==> src/sv/rv32se_pkg.sv <==
// Shared types and constants for the RV32 subset execute unit.
package rv32se_pkg;

  localparam int XLEN      = 32;
  localparam int NUM_REGS  = 32;
  localparam int REG_AW    = $clog2(NUM_REGS);
  localparam int MEM_WORDS = 1024;
  localparam int MEM_AW    = $clog2(MEM_WORDS);
  localparam int BYTE_AW   = MEM_AW + 2;
  localparam int IMM_W     = 12;

  typedef enum logic [2:0] {
    OP_LW   = 3'd0,
    OP_SW   = 3'd1,
    OP_ADD  = 3'd2,
    OP_ADDI = 3'd3,
    OP_AND  = 3'd4,
    OP_OR   = 3'd5,
    OP_XOR  = 3'd6,
    OP_INV  = 3'd7
  } op_t;

  typedef struct packed {
    logic              en;
    logic [REG_AW-1:0] idx;
    logic [XLEN-1:0]   data;
  } rf_wb_t;

  typedef struct packed {
    logic              wr;
    logic              rd;
    logic [MEM_AW-1:0] word;
    logic [XLEN-1:0]   data;
  } dmem_req_t;

  typedef struct packed {
    logic               op_valid;
    logic               reg_wr;
    logic [REG_AW-1:0]  widx;
    logic               is_load;
    logic               is_store;
    logic [XLEN-1:0]    result;
    logic [BYTE_AW-1:0] byte_addr;
  } exec_t;

endpackage

==> src/sv/rv32se_alu.sv <==
// Decode, ALU and effective address logic for one instruction.
module rv32se_alu
  import rv32se_pkg::*;
(
  input  logic [2:0]        op,
  input  logic [REG_AW-1:0] rd,
  input  logic [XLEN-1:0]   a,
  input  logic [XLEN-1:0]   b,
  input  logic [IMM_W-1:0]  imm,
  output exec_t             ex
);

  logic [XLEN-1:0] imm_ext;
  logic [XLEN-1:0] imm_sum;
  logic [XLEN-1:0] reg_sum;
  logic            rd_nz;

  assign imm_ext = {{(XLEN-IMM_W){imm[IMM_W-1]}}, imm};
  assign imm_sum = a + imm_ext;
  assign reg_sum = a + b;
  assign rd_nz   = (rd != '0);

  always_comb begin
    ex = '0;
    case (op_t'(op))
      OP_LW: begin
        ex.op_valid  = 1'b1;
        ex.reg_wr    = rd_nz;
        ex.widx      = rd;
        ex.is_load   = 1'b1;
        ex.byte_addr = imm_sum[BYTE_AW-1:0];
      end
      OP_SW: begin
        ex.op_valid  = 1'b1;
        ex.is_store  = 1'b1;
        ex.result    = b;
        ex.byte_addr = imm_sum[BYTE_AW-1:0];
      end
      OP_ADD: begin
        ex.op_valid = 1'b1;
        ex.reg_wr   = rd_nz;
        ex.widx     = rd;
        ex.result   = reg_sum;
      end
      OP_ADDI: begin
        ex.op_valid = 1'b1;
        ex.reg_wr   = rd_nz;
        ex.widx     = rd;
        ex.result   = imm_sum;
      end
      OP_AND: begin
        ex.op_valid = 1'b1;
        ex.reg_wr   = rd_nz;
        ex.widx     = rd;
        ex.result   = a & b;
      end
      OP_OR: begin
        ex.op_valid = 1'b1;
        ex.reg_wr   = rd_nz;
        ex.widx     = rd;
        ex.result   = a | b;
      end
      OP_XOR: begin
        ex.op_valid = 1'b1;
        ex.reg_wr   = rd_nz;
        ex.widx     = rd;
        ex.result   = a ^ b;
      end
      default: begin
        ex = '0;
      end
    endcase
  end

endmodule

==> config.mk <==
export PLATFORM = sky130hd
export DESIGN_NAME = rv32se_alu
export DESIGN_NICKNAME = d
export VERILOG_FILES = /design/src/sv/rv32se_pkg.sv /design/src/sv/rv32se_alu.sv
export SDC_FILE = /design/constraint.sdc
export NUM_CORES = 1
export LEC_CHECK = 0
export ABC_AREA = 1
export BUFFER_PORTS_ARGS = -buffer_cell sky130_fd_sc_hd__buf_2
export CAP_MARGIN = 20
export CORE_AREA = 2 2 140 142
export DETAILED_ROUTE_END_ITERATION = 12
export DIE_AREA = 0 0 142 144
export REMOVE_ABC_BUFFERS = 1
export SLEW_MARGIN = 10
export SYNTH_ARGS = -nofsm -noshare
export SYNTH_HDL_FRONTEND = slang
export SYNTH_SLANG_ARGS = --single-unit
==> constraint.sdc <==
create_clock -name vclk -period 2.95
set_input_delay 0.1475 -clock vclk [all_inputs]
set_output_delay 0.1475 -clock vclk [all_outputs]
set_load 0.02 [all_outputs]
# ---- Word level (Yosys, flattened, before mapping)
# Cells that the tools add are included.
dict set report classes {
  n_reduce_logical 5
  n_eq_ne 6
  n_bitwise 3
  mux 6
  add_sub_neg 2
}
# op count
set op_table {}
lappend op_table {{$pmux W32 S6} 1}
lappend op_table {{$add A32 B32 Y32} 2}
lappend op_table {{$and A32 B32 Y32} 1}
lappend op_table {{$or A32 B32 Y32} 1}
lappend op_table {{$xor A32 B32 Y32} 1}
lappend op_table {{$mux W12} 1}
lappend op_table {{$eq A3 B3 Y1 const B} 3}
lappend op_table {{$reduce_or A7 Y1} 1}
lappend op_table {{$eq A3 B2 Y1 const B} 2}
lappend op_table {{$mux W6} 1}
lappend op_table {{$reduce_or A6 Y1} 1}
lappend op_table {{$reduce_bool A5 Y1} 1}
lappend op_table {{$eq A3 B1 Y1 const B} 1}
lappend op_table {{$logic_not A3 Y1} 1}
lappend op_table {{$mux W1} 3}
lappend op_table {{$reduce_or A2 Y1} 1}
dict set report word_totals {
  out_inout_bits 53
  regBits 0
  input_bits 84
  elab_cells 22
}

# ---- Longest topological paths before layout
# Gate-level depths: netlist of run 1.
dict set report logic_depth {
  word_depth 3
  mapped_depth 14
  ltp_nobuf 14
}

# ---- Worst setup path after synthesis of run 1
# Ideal clock, no wire load.
dict set report synth_path {
  path_type {input port to output port}
  start {input port a[0]}
  end {output port ex[20] in the netlist's numbering}
  t_arrival_ps 1821
  path_buffers 0
  setup_slack_ps 981
  t_required_ps 2803
  path_stages 8
  path_cell_list {ha_1 fa_1 nand3_1 nand3_1 a21oi_1 xnor2_1 inv_1 o211ai_1}
}
# element line
set synth_lines {}
lappend synth_lines {{from (decl)} rv32se_alu.sv:7} ;# input logic [XLEN-1:0] a,
lappend synth_lines {{to (decl)} rv32se_alu.sv:10} ;# output exec_t ex

==> results of run 1 <==
## cell families (layout without fill, tap and decap cells)
logic type | Yosys count | in the layout | share of synthesized area [%]
adders and majority gates | 97 | 97 | 18.8
AOI/OAI and AO/OA | 138 | 138 | 13.6
buffers and inverters | 338 | 465 | 19.8
and+or+nand+nor | 731 | 731 | 46.4
xor gates and xnor gates | 11 | 11 | 1.48
other | 0 | 1 | 0
## power groups by stage
stage	Clock (mW)	Combinational (mW)	Sequential, mW
4_1_cts	0	1.45	0
5_1_grt	0.0000000453	1.65	0
3_3_place_gp	0	1.44	0
3_5_place_dp	0	1.45	0
6_report	0.0000000453	1.47	0
2_1_floorplan	0	0.994	0
## Yosys cell counts
master and number:
nor2_1 104, buf_4 1, nor3_4 1, nor3b_2 1
fa_1 2, o221ai_1 1, buf_2 13, o211ai_1 3
nand2_1 465, nand2_4 1, o21ai_1 3, a21oi_1 54
ha_1 95, o22ai_1 25, inv_1 316, nor3_2 1
o21ai_0 8, clkbuf_1 3, nor4_1 3, nand4_1 8
or2_0 1, a22oi_1 2, o21a_1 3, o311ai_1 1
o2111ai_1 3, nand3_1 122, nand3b_1 6, nor2_4 2
o21bai_1 4, and3_1 1, a221oi_1 29, xnor2_1 2
nor3_1 10, inv_2 5, a21o_1 2, and2_1 2
or2_2 3, xor2_1 9
## area by class of cell
cell class	count	share of cell area, %
inverter	321	16.1
timing repair buffer	144	9.86
antenna	1	0.0334
multi-input combinational	977	70.0
tap	238	3.98
## metrics by stage
stage                     setup slack (ns)  utilization (%)  hold slack [ns]  power (mW)  cell area (um2)
after floorplan                      0.759                -            0.382       0.994             6440
after global placement               0.579             39.2            0.617        1.44             7480
after detailed placement             0.570             39.2            0.621        1.45             7480
after CTS                            0.568             39.2            0.621        1.45             7480
after global routing                 0.337             39.2            0.638        1.65             7490
final                                0.535             39.2            0.619        1.47             7490
## worst max-delay path, cell delays in order
cell and delay (ns):
buf_2 0.12, ha_1 0.25, fa_1 0.46, nand3_1 0.12, nand3_1 0.18, a21oi_1 0.31, nor2_1 0.10, o21ai_0 0.15
nand3_1 0.09, nand3_1 0.16, buf_2 0.20
## per-layer routing
layer	vias up	wire, um
met5	-	8
met4	2	686
met3	40	1310
met2	235	11100
met1	3731	11000
li1	4366	-
## worst min-delay path by stage
stage | from | end | slack, ns | cells after the start
2_1_floorplan | op[0] | ex[45] | 0.38 | 1
3_3_place_gp | rd[3] | ex[49] | 0.62 | 4
3_5_place_dp | rd[3] | ex[49] | 0.62 | 4
4_1_cts | rd[3] | ex[49] | 0.62 | 4
5_1_grt | rd[2] | ex[48] | 0.64 | 4
6_report | rd[3] | ex[49] | 0.62 | 4
==> summary.md, run 1 <==
| Metric | Value |
|---|---|
| I/O pin cnt | `137` |
| Core area | `0.0191 mm2` |
| Finished Layout Cells | `1681` |
| Inst Count DP | `1680` |
| Initial Utilization | `34.2%` |
| Synth-to-layout area growth | `14.7%` |
| FF+latch count | `0` |
| Vias in the first global route | `7623` |
| PortBufs | `137` |
| Status | `finished, final reports clean` |
| Max Slew Vio Count | `0` |
| Share of cells above drive strength 1 | `11.0%` |
| Global route hottest layer | `met2` |
| Post-synth cell types | `38` |
| Sequential group share of total power | `0%` |
| Total negative setup slack | `0 ns` |
| Critical path class | `in -> out` |
| Logic pwr share | `100.0%` |
| Most common cell after layout, fill and taps aside | `nand2_1` |
| Routed vias | `8374` |
| Area of the multi-input gates | `0.00524 mm2` |
| Cell taking the most area after synthesis | `nand2_1` |
| Setup repair bufs after CTS | `0` |
| Slew @ Worst Pin | `0.792 ns` |
| Period utilization | `81.9%` |
| Startpoint types | `input pin` |
| Worst Setup EP | `ex[28]` |
| First-pass DRT Iterations | `5` |
| Final Hold Viols | `0` |
| Net switching power | `979 uW` |
| Max IR drop VDD | `0.0670 mV` |
| Post-DP HPWL | `20900 um` |
| RePlAce Congestion | `0.979` |
| Total Wirelength | `24000 um` |
| Synth top area share | `26.7%` |
| Synth top area cells | `nand2_1 (27%), ha_1 (18%), inv_1 (18%)` |
| Cts repair resizes | `0` |
| Pwr dens | `196 mW/mm2` |
| Leak | `4.95 nW` |
| Row count | `51` |
| Die X-Extent | `142 um` |
| CP Max Fanout | `5` |
| Initial antenna violation count | `2` |
| First-pass GRT wire length | `37500 um` |
| Fmax | `414 MHz` |
| Sw Share | `66.7%` |
| Cells after Synth | `1315` |
| Crit. End Element | `output port` |
| Worst slew margin | `47.2%` |
| Largest net degree at the start of global routing | `22` |
| Clock power frac | `0%` |
| DRT antenna net count | `0` |
| Routing usage on met2 | `39.7%` |
| Hold Crit Class | `in -> out` |
| Most frequent cells in the layout | `nand2_1 (465), inv_1 (316), buf_2 (137)` |
| Yosys warning total | `0` |
| Clkbuf count | `0` |
| Hold buffers post-CTS | `0` |
| Final #Nets | `1625` |
| Die ar. | `0.0204 mm2` |
| GR Util All Layers | `22.9%` |
| Die Height | `144 um` |
| MaxCap Viol Count | `0` |
| Final setup viols | `0` |
| Remaining DRCs | `0` |
| Gr ovfl total | `0` |
| Grt met3 use | `1.23%` |
| Initial drt markers | `605` |
| Fillcell total | `2220` |
| RSZ-0062 raised after global routing | `no` |
| Area of the mapped netlist | `0.00653 mm2` |
| Internal power | `488 uW` |
| CP arrival | `2.27 ns` |
| Seq/Total Area, Yosys | `0%` |
| Routed len/inst | `14.3 um` |
| CP required | `2.80 ns` |
| Min cycle time layout | `2.41 ns` |
| M1 GR Usage | `31.1%` |
| FF+latch area | `0 um2` |
| Vias per Instance | `4.98` |
| Launch point of the worst path | `a[0]` |
| Avg Cell Area, Syn | `4.96 um2` |
(Power assumes the default switching activity.)
==> inputs of run 2 (changes only) <==
==> constraint.sdc (replaced) <==
create_clock -name vclk -period 2.4
set_input_delay 0.12 -clock vclk [all_inputs]
set_output_delay 0.12 -clock vclk [all_outputs]
set_load 0.02 [all_outputs]
==> summary.md, run 2 (synthesized netlist as in run 1, its figures left out) <==
| Metric | Value |
|---|---|
| Status | `finished, final reports clean` |
| Post-DP HPWL | `21000 um (+0.39%)` |
| Core area | `0.0191 mm2 (unchanged)` |
| First-pass DRT Iterations | `5 (unchanged)` |
| Slew @ Worst Pin | `0.439 ns (-0.353 ns)` |
| Critical path class | `in -> out` |
| Share of cells above drive strength 1 | `11.6% (+0.66 points)` |
| Die ar. | `0.0204 mm2 (unchanged)` |
| Worst Hold Path EP | `ex[46]` |
| Vias per Instance | `4.99 (+0.19%)` |
| Fin area | `0.00757 mm2 (+1.1%)` |
| Tot Pwr | `1.82 mW (+24%)` |
| Area of placed instances | `0.00753 mm2 (+0.57%)` |
| CP top delay family | `simple AND/OR/NAND/NOR gates` |
| Row count | `51 (unchanged)` |
| Initial antenna violation count | `0 (-2)` |
| Critical path cell sequence | `clkbuf_4 -> ha_1 -> nand2_1 -> nor2_1 -> inv_1 -> nor2_1 -> nand4_1 -> nand3_1 -> nand2_1 -> nand3_1 -> nand3_1 -> buf_2` |
| Pwr dens | `241 mW/mm2 (+23%)` |
| Crit. End Element | `output port` |
| CP required | `2.28 ns (-0.52 ns)` |
| Startpoint types | `input pin` |
| Gr ovfl total | `0 (unchanged)` |
| Fmax | `441 MHz` |
| First-pass GRT wire length | `37700 um (+0.30%)` |
| Initial drt markers | `623 (+3.0%)` |
| FF+latch area | `0 um2 (unchanged)` |
| Worst Hold Depth | `4 (unchanged)` |
| Clkbuf count | `0 (unchanged)` |
| CP arrival | `2.15 ns (-0.12 ns)` |
| Most frequent cells in the layout | `nand2_1 (465), inv_1 (316), buf_2 (136)` |
| Number of diodes | `0 (-1)` |
| Routed len/inst | `14.4 um (+0.89%)` |
| Max Slew Vio Count | `0 (unchanged)` |
| Largest net degree at the start of global routing | `33 (+50%)` |
| Period utilization | `94.4%` |
| I/O pin cnt | `137 (unchanged)` |
| Total Wirelength | `24300 um (+1.1%)` |
| FF+latch count | `0 (unchanged)` |
| Final setup viols | `0 (unchanged)` |
| Vias in the first global route | `7627 (+0.052%)` |
| Min cycle time layout | `2.27 ns` |
| Final Hold Viols | `0 (unchanged)` |
| CP Buf/Inv Count | `3 (+1)` |
| Routed vias | `8405 (+0.37%)` |
| Max IR drop VDD | `0.0879 mV (+31%)` |
| Most frequent CP cell | `nand3_1` |
| PortBufs | `137 (unchanged)` |
| Hold Crit Class | `in -> out` |
| Worst slew margin | `70.7% (+24 points)` |
| Die X-Extent | `142 um (unchanged)` |
| Hold path startpoint | `rd[0]` |
| Die Height | `144 um (unchanged)` |
| MaxCap Viol Count | `0 (unchanged)` |
| Final #Nets | `1629 (+0.25%)` |
| Max stage delay on crit path | `0.43 ns (-0.03 ns)` |
| Fillcell total | `2191 (-1.3%)` |
| Slowest cell on crit path | `ha_1` |
| Initial Utilization | `34.2% (unchanged)` |
| Leak | `4.98 nW (+0.65%)` |
| Synth-to-layout area growth | `16.0%` |
| DRT antenna net count | `0 (unchanged)` |
| Area of the multi-input gates | `0.00528 mm2 (+0.79%)` |
| Remaining DRCs | `0 (unchanged)` |
| Total negative setup slack | `0 ns (unchanged)` |
| Final Util | `39.7% (+0.44 points)` |
| Setup repair bufs after CTS | `0 (unchanged)` |
| CP Max Fanout | `21 (+16)` |
| RSZ-0062 raised after global routing | `yes` |
| Most common cell after layout, fill and taps aside | `nand2_1` |
| RePlAce Congestion | `0.963 (-1.6%)` |
| GR Util All Layers | `23.0% (+0.075 points)` |
-- run 2: worst max-delay path by stage --
stage / startpoint / slack (ns) / end / depth (start not counted)
floorplan: op[2] / 0.26 / ex[10] / 3
global placement: a[0] / 0.08 / ex[28] / 12
detailed placement: a[0] / 0.05 / ex[28] / 11
CTS: a[0] / 0.04 / ex[28] / 11
global route: imm[11] / -0.07 / ex[32] / 12
finish: imm[11] / 0.13 / ex[32] / 12
-- run 2: repair_timing --
action,in CTS,in global routing
endpoints found under the setup margin,0,10
gates resized for setup,0,7
hold endpoints to repair,0,0
hold buffers,0,0
-- run 2: area by class of cell --
cell class                      instances  share of cell area, %
Inverter                              321                   15.9
Timing Repair Buffer                  148                   10.3
Multi-Input combinational cell        977                   69.8
Tap cell                              238                   3.93
-- run 2: stage by stage --
step	worst slack [ns]	std cells	hold WS [ns]
floorplan	0.264	1298	0.327
global placement	0.0844	1684	0.562
detailed placement	0.0478	1684	0.560
CTS	0.0375	1684	0.562
global route	-0.0670	1684	0.588
finish	0.134	1684	0.562
-- run 2: routing by layer --
metal  track usage (%)  up-vias  wire [um]
met3             0.960       28       1290
li1                  -     4375          -
met1              31.2     3767      11100
met5                 0        -          0
met4              4.21        0        465
met2              41.0      235      11500
-- run 2: power breakdown --
| group | leakage, nW | internal (mW) | total, mW | switching (mW) |
|---|---|---|---|---|
| Combinational | 4.98 | 0.614 | 1.82 | 1.21 |
| Clock | 0 | 0 | 0 | 0 |
| Sequential | 0 | 0 | 0 | 0 |
